--- src/sv/temt_pkg.sv ---
// ----------------------------------------------------------------------------
// temt_pkg
// Widths, register indexes, alarm codes and step counts of the thermal monitor.
// ----------------------------------------------------------------------------
package temt_pkg;

    localparam int DATA_W = 16;
    localparam int PCT_W  = 7;
    localparam int IDX_W  = 3;

    localparam logic [PCT_W-1:0] PCT_SCALE  = 7'd100;
    localparam logic [PCT_W-1:0] SMOOTH_RST = 7'd20;

    typedef enum logic [IDX_W-1:0] {
        CFG_SOURCE = 3'd0,
        CFG_MULT   = 3'd1,
        CFG_DIV    = 3'd2,
        CFG_OFFSET = 3'd3,
        CFG_SMOOTH = 3'd4,
        CFG_WARN   = 3'd5,
        CFG_CRIT   = 3'd6
    } t_cfg_idx;

    typedef enum logic [1:0] {
        ALARM_NORMAL = 2'd0,
        ALARM_WARN   = 2'd1,
        ALARM_CRIT   = 2'd2
    } t_alarm;

    // last value of the step counter in each serial phase
    localparam logic [4:0] MUL_CONV_LAST = 5'd15;
    localparam logic [4:0] DIV_CONV_LAST = 5'd31;
    localparam logic [4:0] MUL_MIX_LAST  = 5'd6;
    localparam logic [4:0] DIV_MIX_LAST  = 5'd23;

endpackage

--- src/sv/thermal_ema_threshold_monitor.sv ---
// ----------------------------------------------------------------------------
// thermal_ema_threshold_monitor
// Temperature conversion, exponential average and threshold alarm.
// ----------------------------------------------------------------------------
// Input channel (i_in_valid / o_in_ready) takes one request: a sample and a
// read_ok flag. A request with read_ok low, or any request after a critical
// alarm, is taken and dropped without a result. Otherwise one result comes out
// on the output channel (o_out_valid / i_out_ready): alarm level and the new
// filtered temperature.
// One item is in work at a time. All arithmetic runs through one shift-add
// multiplier and one restoring divider, one bit per cycle: in ADC mode a
// multiply, a divide, two multiplies and a divide per item; in sensor mode
// only the two multiplies and the last divide.
// The result sits in an output register, so the next request is taken while
// it waits; a stalled receiver holds the block only when the next result is
// ready to be written.
// Configuration channel (i_cfg_valid / o_cfg_ready) is always ready and writes
// one register per request. Reset restores register defaults, clears the
// average and the halt flag and empties the output register.
// ----------------------------------------------------------------------------
module thermal_ema_threshold_monitor (
    input  logic                                  i_clk,
    input  logic                                  i_rst_n,
    input  logic                                  i_in_valid,
    output logic                                  o_in_ready,
    input  logic signed [temt_pkg::DATA_W-1:0]    i_sample,
    input  logic                                  i_read_ok,
    output logic                                  o_out_valid,
    input  logic                                  i_out_ready,
    output temt_pkg::t_alarm                      o_alarm_level,
    output logic signed [temt_pkg::DATA_W-1:0]    o_filtered_temperature,
    input  logic                                  i_cfg_valid,
    output logic                                  o_cfg_ready,
    input  logic [temt_pkg::IDX_W-1:0]            i_cfg_index,
    input  logic [temt_pkg::DATA_W-1:0]           i_cfg_data
);
    import temt_pkg::*;

    typedef enum logic [7:0] {
        S_IDLE = 8'b0000_0001,
        S_MUL1 = 8'b0000_0010,
        S_DIV1 = 8'b0000_0100,
        S_CONV = 8'b0000_1000,
        S_MULA = 8'b0001_0000,
        S_MULB = 8'b0010_0000,
        S_DIV2 = 8'b0100_0000,
        S_FIN  = 8'b1000_0000
    } t_state;

    function automatic logic [DATA_W:0] f_mag(input logic signed [DATA_W-1:0] v);
        logic [DATA_W:0] ext;
        ext = {v[DATA_W-1], v};
        return v[DATA_W-1] ? ((DATA_W+1)'(0) - ext) : ext;
    endfunction

    // control
    t_state                    r_state, n_state;
    logic [4:0]                r_cnt, n_cnt;
    logic                      r_halted, n_halted;
    logic                      r_out_valid, n_out_valid;
    logic signed [DATA_W-1:0]  r_avg, n_avg;

    // configuration
    logic                      r_src_adc;
    logic [DATA_W-1:0]         r_adc_mult;
    logic [DATA_W-1:0]         r_adc_div;
    logic signed [DATA_W-1:0]  r_adc_off;
    logic [PCT_W-1:0]          r_smooth;
    logic signed [DATA_W-1:0]  r_warn;
    logic signed [DATA_W-1:0]  r_crit;

    // datapath
    logic [DATA_W:0]           r_mcand, n_mcand;
    logic [DATA_W:0]           r_mhi, n_mhi;
    logic [DATA_W-1:0]         r_mlo, n_mlo;
    logic [31:0]               r_num, n_num;
    logic [DATA_W-1:0]         r_rem, n_rem;
    logic [DATA_W-1:0]         r_dvs, n_dvs;
    logic                      r_neg, n_neg;
    logic signed [DATA_W-1:0]  r_temp, n_temp;
    logic signed [23:0]        r_acc, n_acc;
    t_alarm                    r_out_alarm, n_out_alarm;
    logic signed [DATA_W-1:0]  r_out_temp, n_out_temp;

    logic [DATA_W+1:0]         m_sum;
    logic [23:0]               p_last;
    logic signed [23:0]        mix_term;
    logic signed [23:0]        mix_sum;
    logic [23:0]               acc_mag;
    logic [DATA_W:0]           d_try;
    logic [DATA_W:0]           d_diff;
    logic                      d_ge;
    logic [DATA_W-1:0]         d_rem_n;
    logic [PCT_W-1:0]          pct;
    logic [PCT_W-1:0]          pct_inv;
    logic [DATA_W-1:0]         dvs_conv;
    logic signed [33:0]        conv_s;
    logic signed [33:0]        conv_sum;
    logic signed [DATA_W-1:0]  conv_sat;
    logic signed [DATA_W-1:0]  avg_new;
    t_alarm                    level;

    assign o_in_ready             = (r_state == S_IDLE);
    assign o_out_valid            = r_out_valid;
    assign o_alarm_level          = r_out_alarm;
    assign o_filtered_temperature = r_out_temp;
    assign o_cfg_ready            = 1'b1;

    // shared shift-add step and restoring divide step
    assign m_sum   = {1'b0, r_mhi} + (r_mlo[0] ? {1'b0, r_mcand} : (DATA_W+2)'(0));
    assign p_last  = {m_sum[17:0], r_mlo[15:10]};
    assign d_try   = {r_rem, r_num[31]};
    assign d_diff  = d_try - {1'b0, r_dvs};
    assign d_ge    = (d_try >= {1'b0, r_dvs});
    assign d_rem_n = d_ge ? d_diff[DATA_W-1:0] : d_try[DATA_W-1:0];

    assign pct      = (r_smooth > PCT_SCALE) ? PCT_SCALE : r_smooth;
    assign pct_inv  = PCT_SCALE - pct;
    assign dvs_conv = (r_adc_div == '0) ? DATA_W'(1) : r_adc_div;

    assign mix_term = r_neg ? (24'sd0 - $signed(p_last)) : $signed(p_last);
    assign mix_sum  = r_acc + mix_term;
    assign acc_mag  = mix_sum[23] ? (24'd0 - 24'(mix_sum)) : 24'(mix_sum);

    always_comb begin
        conv_s   = $signed({2'b00, r_num});
        if (r_neg) begin
            conv_s = 34'sd0 - conv_s;
        end
        conv_sum = conv_s + 34'(r_adc_off);
        if (conv_sum > 34'sd32767) begin
            conv_sat = 16'sh7FFF;
        end else if (conv_sum < -34'sd32768) begin
            conv_sat = 16'sh8000;
        end else begin
            conv_sat = conv_sum[DATA_W-1:0];
        end
    end

    assign avg_new = r_neg ? $signed(DATA_W'(0) - r_num[DATA_W-1:0])
                           : $signed(r_num[DATA_W-1:0]);

    always_comb begin
        if (avg_new > r_crit) begin
            level = ALARM_CRIT;
        end else if (avg_new > r_warn) begin
            level = ALARM_WARN;
        end else begin
            level = ALARM_NORMAL;
        end
    end

    always_comb begin
        n_state     = r_state;
        n_cnt       = r_cnt;
        n_halted    = r_halted;
        n_out_valid = r_out_valid && !i_out_ready;
        n_avg       = r_avg;
        n_mcand     = r_mcand;
        n_mhi       = r_mhi;
        n_mlo       = r_mlo;
        n_num       = r_num;
        n_rem       = r_rem;
        n_dvs       = r_dvs;
        n_neg       = r_neg;
        n_temp      = r_temp;
        n_acc       = r_acc;
        n_out_alarm = r_out_alarm;
        n_out_temp  = r_out_temp;

        case (r_state)
            S_IDLE: begin
                if (i_in_valid && !r_halted && i_read_ok) begin
                    n_mhi = '0;
                    n_cnt = r_src_adc ? MUL_CONV_LAST : MUL_MIX_LAST;
                    if (r_src_adc) begin
                        n_mcand = f_mag(i_sample);
                        n_mlo   = r_adc_mult;
                        n_neg   = i_sample[DATA_W-1];
                        n_state = S_MUL1;
                    end else begin
                        n_temp  = i_sample;
                        n_mcand = f_mag(r_avg);
                        n_mlo   = DATA_W'(pct_inv);
                        n_neg   = r_avg[DATA_W-1];
                        n_state = S_MULA;
                    end
                end
            end
            S_MUL1: begin
                n_mhi = m_sum[DATA_W+1:1];
                n_mlo = {m_sum[0], r_mlo[DATA_W-1:1]};
                n_cnt = r_cnt - 5'd1;
                if (r_cnt == '0) begin
                    n_num   = {m_sum[16:0], r_mlo[15:1]};
                    n_rem   = '0;
                    n_dvs   = dvs_conv;
                    n_cnt   = DIV_CONV_LAST;
                    n_state = S_DIV1;
                end
            end
            S_DIV1: begin
                n_num = {r_num[30:0], d_ge};
                n_rem = d_rem_n;
                n_cnt = r_cnt - 5'd1;
                if (r_cnt == '0) begin
                    n_state = S_CONV;
                end
            end
            S_CONV: begin
                n_temp  = conv_sat;
                n_mcand = f_mag(r_avg);
                n_mhi   = '0;
                n_mlo   = DATA_W'(pct_inv);
                n_neg   = r_avg[DATA_W-1];
                n_cnt   = MUL_MIX_LAST;
                n_state = S_MULA;
            end
            S_MULA: begin
                n_mhi = m_sum[DATA_W+1:1];
                n_mlo = {m_sum[0], r_mlo[DATA_W-1:1]};
                n_cnt = r_cnt - 5'd1;
                if (r_cnt == '0) begin
                    n_acc   = mix_term;
                    n_mcand = f_mag(r_temp);
                    n_mhi   = '0;
                    n_mlo   = DATA_W'(pct);
                    n_neg   = r_temp[DATA_W-1];
                    n_cnt   = MUL_MIX_LAST;
                    n_state = S_MULB;
                end
            end
            S_MULB: begin
                n_mhi = m_sum[DATA_W+1:1];
                n_mlo = {m_sum[0], r_mlo[DATA_W-1:1]};
                n_cnt = r_cnt - 5'd1;
                if (r_cnt == '0) begin
                    n_neg   = mix_sum[23];
                    n_num   = {acc_mag, 8'd0};
                    n_rem   = '0;
                    n_dvs   = DATA_W'(PCT_SCALE);
                    n_cnt   = DIV_MIX_LAST;
                    n_state = S_DIV2;
                end
            end
            S_DIV2: begin
                n_num = {r_num[30:0], d_ge};
                n_rem = d_rem_n;
                n_cnt = r_cnt - 5'd1;
                if (r_cnt == '0) begin
                    n_state = S_FIN;
                end
            end
            S_FIN: begin
                if (!r_out_valid || i_out_ready) begin
                    n_avg       = avg_new;
                    n_out_alarm = level;
                    n_out_temp  = avg_new;
                    n_out_valid = 1'b1;
                    n_halted    = (level == ALARM_CRIT);
                    n_state     = S_IDLE;
                end
            end
            default: begin
                n_state = S_IDLE;
            end
        endcase
    end

    always_ff @(posedge i_clk) begin
        if (!i_rst_n) begin
            r_state     <= S_IDLE;
            r_cnt       <= '0;
            r_halted    <= 1'b0;
            r_out_valid <= 1'b0;
            r_avg       <= '0;
            r_src_adc   <= 1'b1;
            r_adc_mult  <= DATA_W'(1);
            r_adc_div   <= DATA_W'(1);
            r_adc_off   <= '0;
            r_smooth    <= SMOOTH_RST;
            r_warn      <= 16'sd85;
            r_crit      <= 16'sd105;
        end else begin
            r_state     <= n_state;
            r_cnt       <= n_cnt;
            r_halted    <= n_halted;
            r_out_valid <= n_out_valid;
            r_avg       <= n_avg;
            if (i_cfg_valid) begin
                case (i_cfg_index)
                    CFG_SOURCE: r_src_adc  <= i_cfg_data[0];
                    CFG_MULT:   r_adc_mult <= i_cfg_data;
                    CFG_DIV:    r_adc_div  <= i_cfg_data;
                    CFG_OFFSET: r_adc_off  <= $signed(i_cfg_data);
                    CFG_SMOOTH: r_smooth   <= i_cfg_data[PCT_W-1:0];
                    CFG_WARN:   r_warn     <= $signed(i_cfg_data);
                    CFG_CRIT:   r_crit     <= $signed(i_cfg_data);
                    default: begin
                    end
                endcase
            end
        end
    end

    always_ff @(posedge i_clk) begin
        r_mcand     <= n_mcand;
        r_mhi       <= n_mhi;
        r_mlo       <= n_mlo;
        r_num       <= n_num;
        r_rem       <= n_rem;
        r_dvs       <= n_dvs;
        r_neg       <= n_neg;
        r_temp      <= n_temp;
        r_acc       <= n_acc;
        r_out_alarm <= n_out_alarm;
        r_out_temp  <= n_out_temp;
    end

endmodule

--- config.mk ---
export PLATFORM = sky130hd
export DESIGN_NAME = thermal_ema_threshold_monitor
export DESIGN_NICKNAME = d
export VERILOG_FILES = /design/src/sv/temt_pkg.sv /design/src/sv/thermal_ema_threshold_monitor.sv
export SDC_FILE = /design/constraint.sdc
export NUM_CORES = 1
export LEC_CHECK = 0
export BUFFER_PORTS_ARGS = -buffer_cell sky130_fd_sc_hd__clkbuf_2
export CAP_MARGIN = 5
export CORE_ASPECT_RATIO = 0.9
export CORE_MARGIN = 5
export CORE_UTILIZATION = 40
export CTS_CLUSTER_DIAMETER = 50
export DETAILED_ROUTE_END_ITERATION = 7
export PLACE_DENSITY_LB_ADDON = 0.25
export REMOVE_ABC_BUFFERS = 1
export SLEW_MARGIN = 10
export SYNTH_ARGS = -nofsm -noshare
export SYNTH_HDL_FRONTEND = slang
export SYNTH_SLANG_ARGS = --single-unit
--- constraint.sdc ---
create_clock -name i_clk -period 12.4 [get_ports i_clk]
set_clock_uncertainty 0.05 [all_clocks]
set_input_delay 1.24 -clock i_clk [delete_from_list [all_inputs] [get_ports i_clk]]
set_output_delay 1.24 -clock i_clk [all_outputs]
set_load 0.01 [all_outputs]
# Word-level counts from Yosys, hierarchy flattened
# Cells that the tools add are included.
# word_totals
inputBits,41
reg_bits,292
mem_bits_rw,0
out_inout_bits,21
wordCells,163
mem_bits_ro,0
n_memories,0
latch_bits,0
# op_classes
addsub,13
n_mul,0
bitwise_logic,0
n_eq_ne,24
n_lt_le_gt_ge,6
n_div,0
reduce_logical,38
shifts,0
mux,59
# op_table
operator,n
16-bit 2-to-1 mux,13
17-bit 2-to-1 mux,9
16-bit case mux with 2 select lines,3
32-bit case mux with 3 select lines,1
17-bit case mux with 4 select lines,1
32-bit 2-to-1 mux,2
16-bit case mux with 4 select lines,1
8-bit case mux with 8 select lines,1
8-bit 2-to-1 mux,7
17-bit case mux with 3 select lines,1
"1-bit by 16-bit subtractor with 17-bit output, first input constant",3
24-bit 2-to-1 mux,2
"1-bit by 24-bit subtractor with 24-bit output, first input constant",2
34-bit by 16-bit adder with 34-bit output,1
"34-bit by 16-bit greater-than comparator with 1-bit output, second input constant",1
"34-bit by 16-bit < comparator with 1-bit output, second input constant",1
34-bit 2-to-1 mux,1
"1-bit by 32-bit subtractor with 33-bit output, first input constant",1
16-bit greater-than comparator,2
5-bit case mux with 6 select lines,1
5-bit 2-to-1 mux,5
24-bit adder,1
2-bit AND reduction,12
17-bit by 17-bit adder with 18-bit output,1
other kinds (39),67

# Logic depth before layout (Yosys ltp)
# depth
depth_word,9
ltp_mapped,28
mapped_depth_nobuf,24

# Worst setup path before layout
# No wires, ideal clock.
# synth_timing
path_type,reg-to-reg
from,register r_mlo[0]
to,"register r_num[10], data pin"
synth_period_minus_slack_ns,6.096
setup_slack_ns,6.304
n_path_buf,3
arrival_time_ns,5.785
setup_time_ns,0.261
t_required_ns,12.089
stages_incl_launch_ff,24
path_cell_list,edfxtp_1 clkbuf_1 and2_1 ha_1 inv_1 fa_1 xnor2_1 or4_1 or3_1 nor4_4 nor2_1 xnor2_1 ha_1 clkbuf_1 nand2_1 or2_2 o221a_2 o211ai_1 a21oi_1 a2111oi_0 o311ai_2 and2_4 buf_2 a311o_1
# synth_via
elab_chain_cells,8
# synth_rtl
element,line,text
"start, declared",thermal_ema_threshold_monitor.sv:75,"logic [DATA_W-1:0] r_mlo, n_mlo;"
"start signal, assigned",thermal_ema_threshold_monitor.sv:309,r_mlo <= n_mlo;
17-bit 2-to-1 mux *,thermal_ema_threshold_monitor.sv:110,"assign m_sum = {1'b0, r_mhi} + (r_mlo[0] ? {1'b0, r_mcand} : (DATA_W+2)'(0));"
17-bit by 17-bit adder with 18-bit output *,thermal_ema_threshold_monitor.sv:110,
1-bit by 24-bit subtractor with 24-bit output,thermal_ema_threshold_monitor.sv:121,assign mix_term = r_neg ? (24'sd0 - $signed(p_last)) : $signed(p_last);
24-bit 2-to-1 mux *,thermal_ema_threshold_monitor.sv:121,
via mix_term[15],thermal_ema_threshold_monitor.sv:87,logic signed [23:0] mix_term;
24-bit adder *,thermal_ema_threshold_monitor.sv:122,assign mix_sum = r_acc + mix_term;
24-bit 2-to-1 mux *,thermal_ema_threshold_monitor.sv:123,assign acc_mag = mix_sum[23] ? (24'd0 - 24'(mix_sum)) : 24'(mix_sum);
32-bit 2-to-1 mux *,thermal_ema_threshold_monitor.sv:237,if (r_cnt == '0) begin
32-bit case mux with 3 select lines *,thermal_ema_threshold_monitor.sv:171,case (r_state)
via n_num[10],thermal_ema_threshold_monitor.sv:76,"logic [31:0] r_num, n_num;"
"end signal, assigned",thermal_ema_threshold_monitor.sv:310,r_num <= n_num;
"end, declared",thermal_ema_threshold_monitor.sv:76,
# Mark *: on every way through the listed nets, which the timed path passes. The rest lies on a longest branch. The select of a mux whose other input is x is not followed.
# A chain may end at the register's enable or synchronous reset.

# Worst setup path after layout
# layout_timing
from,register r_num[4]
to,"register r_temp[14], data pin"
# layout_via
elab_chain_cells,7
elab_cells_between_ends,8
classes_between,add/sub: 2; order compare: 2; mux: 4
# layout_rtl
element,line,text
1-bit by 32-bit subtractor with 33-bit output,thermal_ema_threshold_monitor.sv:128,conv_s = 34'sd0 - conv_s;
34-bit 2-to-1 mux *,thermal_ema_threshold_monitor.sv:127,if (r_neg) begin
34-bit by 16-bit adder with 34-bit output *,thermal_ema_threshold_monitor.sv:130,conv_sum = conv_s + 34'(r_adc_off);
34-bit by 16-bit < comparator with 1-bit output,thermal_ema_threshold_monitor.sv:133,end else if (conv_sum < -34'sd32768) begin
16-bit 2-to-1 mux,thermal_ema_threshold_monitor.sv:133,
16-bit 2-to-1 mux *,thermal_ema_threshold_monitor.sv:131,if (conv_sum > 34'sd32767) begin
16-bit case mux with 2 select lines *,thermal_ema_threshold_monitor.sv:171,
via n_temp[14],thermal_ema_threshold_monitor.sv:80,"logic signed [DATA_W-1:0] r_temp, n_temp;"
"end signal, assigned",thermal_ema_threshold_monitor.sv:314,r_temp <= n_temp;
"end, declared",thermal_ema_threshold_monitor.sv:80,
# Mark *: on every way through the listed nets, which the timed path passes. The rest lies on a longest branch.

==> summary.md <==
| Metric | Value |
|---|---|
| Share of layout cells above drive strength 1 | under 10% |
| Primary FF master, synth | edfxtp_1 |
| Register area share after synthesis | approximately 37% |
| P_leak | 8.67 nW |
| Syn avg cell area | 8.65 um^2 |
| Routability Congestion | around 0.94 |
| Period utilisation layout | 55.8% |
| Number of global-route vias before repair | between 15000 and 20000 |
| H-tree levels | 2 |
| IO Port Bufs | 60 |
| Post-Layout Cell Count | about 3100 |
| Min cycle time layout | between 6 and 7 ns |
| Clock root buffer | clkbuf_16 |
| Hold Crit Class | reg -> reg |
| Final instance area | approximately 23000 um^2 |
| Clk_lat worst skew | around 0.58 ns |
| Vias | about 18000 |
| IO Pins | 62 |
| Gate count of the mapped netlist | roughly 2400 |
| Clock net sink count | 292 |
| Largest net degree at the start of global routing | between 100 and 150 |
| First-pass GRT wire length | slightly below 100000 um |
| PwrDens | 302 nW/um^2 |
| Max-cap violations | 0 |
| DP Worst Slack | 5.66 ns |
| Total gr overflow | 0 |
| First-pass DRT Iterations | 5 |
| Antenna violations before repair | 0 |
| Worst EP arrival | around 7.3 ns |
| Clock transition at the registers of the reported paths | around 0.05 ns |
| Yosys top cell area share | 25.2% |
| Status | completed |
| #FFs+latches synth | 292 |
| Die ar. | between 50000 and 60000 um^2 |
| Antenna viol nets, final | 0 |
| Remaining routing DRC violations | 0 |
| Pins Over Slew Limit | 0 |
| Synthesized cell area | 20600 um^2 |
| Final Hold Violating Endpoints | 0 |
| R2R setup slack | about 5.5 ns |
| Crit-path max FO | 10 |
| GR peak layer | met2 |
| WL final | 62400 um |
| Final setup TNS | 0 ns |
| Startpoint types | register |
| Yosys Warn Count | 0 |
| Fin util | 45.6% |
| Ys async rst share | 0% |
| GRT Util Overall | a little over a fifth |
| Met2 usage | approximately a third |
| Critical path type | reg -> reg |
| CP endpoint kind | register |
| DP HPWL | roughly 46000 um |
| Worst EP required | 12.76 ns |
| Placed cell areas | approximately 22000 um^2 |
| ANT cells | 0 |
| Postcts setup bufs | 0 |
| Routed len/inst | between 15 and 20 um |
| Post-synth EDFFs | between 150 and 200 |
| F_max | around 0.14 GHz |
| Resize count post-CTS | 0 |
| Top cells by count, synth | 325 x nand2_1, 173 x edfxtp_1, 168 x o21ai_0 |
| CTS Hold Buffers Added | 0 |
| DRT iter0 DRCs | approximately 1600 |
| GRT met1 Usage | between 20 and 30% |
| CTS tree | done |
| Rows | just under 80 |
| TritonCTS buffer count | between 40 and 50 |
| Via density | 5.85 |
| Area leader, netlist | edfxtp_1 |
| Core Region | between 50000 and 60000 um^2 |
| Worst slew pin tran | around 1.3 ns |
| Worst-case clock buffer depth | 3 |
| Synth top area cells | edfxtp_1 25%, dfxtp_1 12%, ha_1 7.9% |
| Die height | roughly 230 um |
| RSZ-0062 raised after global routing | false |
| Die Wd | 249 um |
| Final setup violation count | 0 |
| Area Growth Syn to Fin | 12.2% |
| Most numerous cell in the Yosys netlist | nand2_1 |
| Fin nets | approximately 2600 |
| Initial core utilization | roughly two fifths |
| Met3 Use GR | about 4.6% |
| Post-synth cell types | 85 |
| Maximum VDD drop | just over 0.0002 V |
| Setup ws final | 5.48 ns |
| Slew HR | roughly 14% |
| Placed instance count | between 3000 and 4000 |
## layer usage
layer / vias up / share of wire [%]
li1: 8735 / -
met1: 8761 / 45
met2: 653 / 43
met3: 126 / 7.8
met4: 0 / 4.0
met5: - / 0
## layout make-up
class	count	area, um^2
multi-input combinational	1870	12200
inverter	110	413
fill	4849	27600
clock inverter	29	255
sequential	292	7580
tap	680	851
timing repair buffer	90	526
clock buffer	55	1260
## worst max-delay path, cell delays in order (launching register included)
cell and delay (ns):
edfxtp_1 0.46, or4_1 0.57, or3_1 0.37, or3_1 0.36
nand2b_1 0.17, or4_1 0.52, o31ai_1 0.29, xnor2_1 0.17
ha_1 0.34, a21o_1 0.24, a211oi_1 0.55, o21ai_0 0.19
a221oi_1 0.22, o311ai_0 0.22, nor3_1 0.24, nand4_1 0.13
nor4b_2 1.06, nor2_1 0.33, o22ai_1 0.27
## layout by cell type (no fill, tap or decap), types with 25 or more instances in the layout
master     count
and2_1        53
nand2_1      325
a21boi_0      83
nand2b_1      38
clkbuf_16     48
nor3_1        45
nor2b_1       32
xnor2_1      130
inv_1        110
o31ai_1       43
nand3_1       77
ha_1         130
a21o_1        33
edfxtp_1     173
o21ai_0      168
mux2i_1       27
a22oi_1       32
or3_1         25
clkbuf_2      59
buf_4         30
nor2_1       138
a21oi_1      113
xor2_1        44
dfxtp_1      119
## logic make-up after synthesis
| logic type | synth area share [%] |
|---|---|
| buffers and inverters | 3.99 |
| AO/OA/AOI/OAI | 21.8 |
| AND/OR/NAND/NOR | 20.3 |
| multiplexers | 1.37 |
| XOR/XNOR | 7.41 |
| other | 0.0365 |
| adder cells (fa/ha/maj) | 8.29 |
| flip-flops | 36.8 |
## worst paths after layout
check | to | start | cells after the start
worst max-delay path | r_temp[14] | r_num[4] | 18
worst min-delay path | r_warn[11] | r_warn[11] | 2
worst max register to register | r_temp[14] | r_num[4] | 18
worst min register to register | r_warn[11] | r_warn[11] | 2
## flip-flops by register name (all words and copies together), names as in the netlist
register / flops
r_warn: 16
r_crit: 16
r_src_adc: 1
r_mlo: 16
o_filtered_temperature: 16
r_avg: 16
r_rem: 16
r_adc_mult: 16
o_out_valid: 1
r_halted: 1
r_smooth: 7
r_cnt: 5
r_temp: 16
r_adc_div: 16
o_alarm_level: 2
r_mcand: 17
r_state: 8
r_neg: 1
r_adc_off: 16
r_acc: 24
r_dvs: 16
r_num: 32
r_mhi: 17
## where the power goes
group          leakage [nW]  switching [mW]  internal [mW]
sequential             2.55           0.103           1.30
combinational          5.38            2.72           1.58
clock                 0.738           0.509          0.758
total                  8.67            3.33           3.64
## metrics by stage
stage,power [mW],hold slack [ns]
global placement,5.54,0.404
global route,7.46,0.439
CTS,6.92,0.419
finish,6.97,0.417
floorplan,4.48,0.389
detailed placement,5.61,0.412
Power figures use the tool's default switching activity.
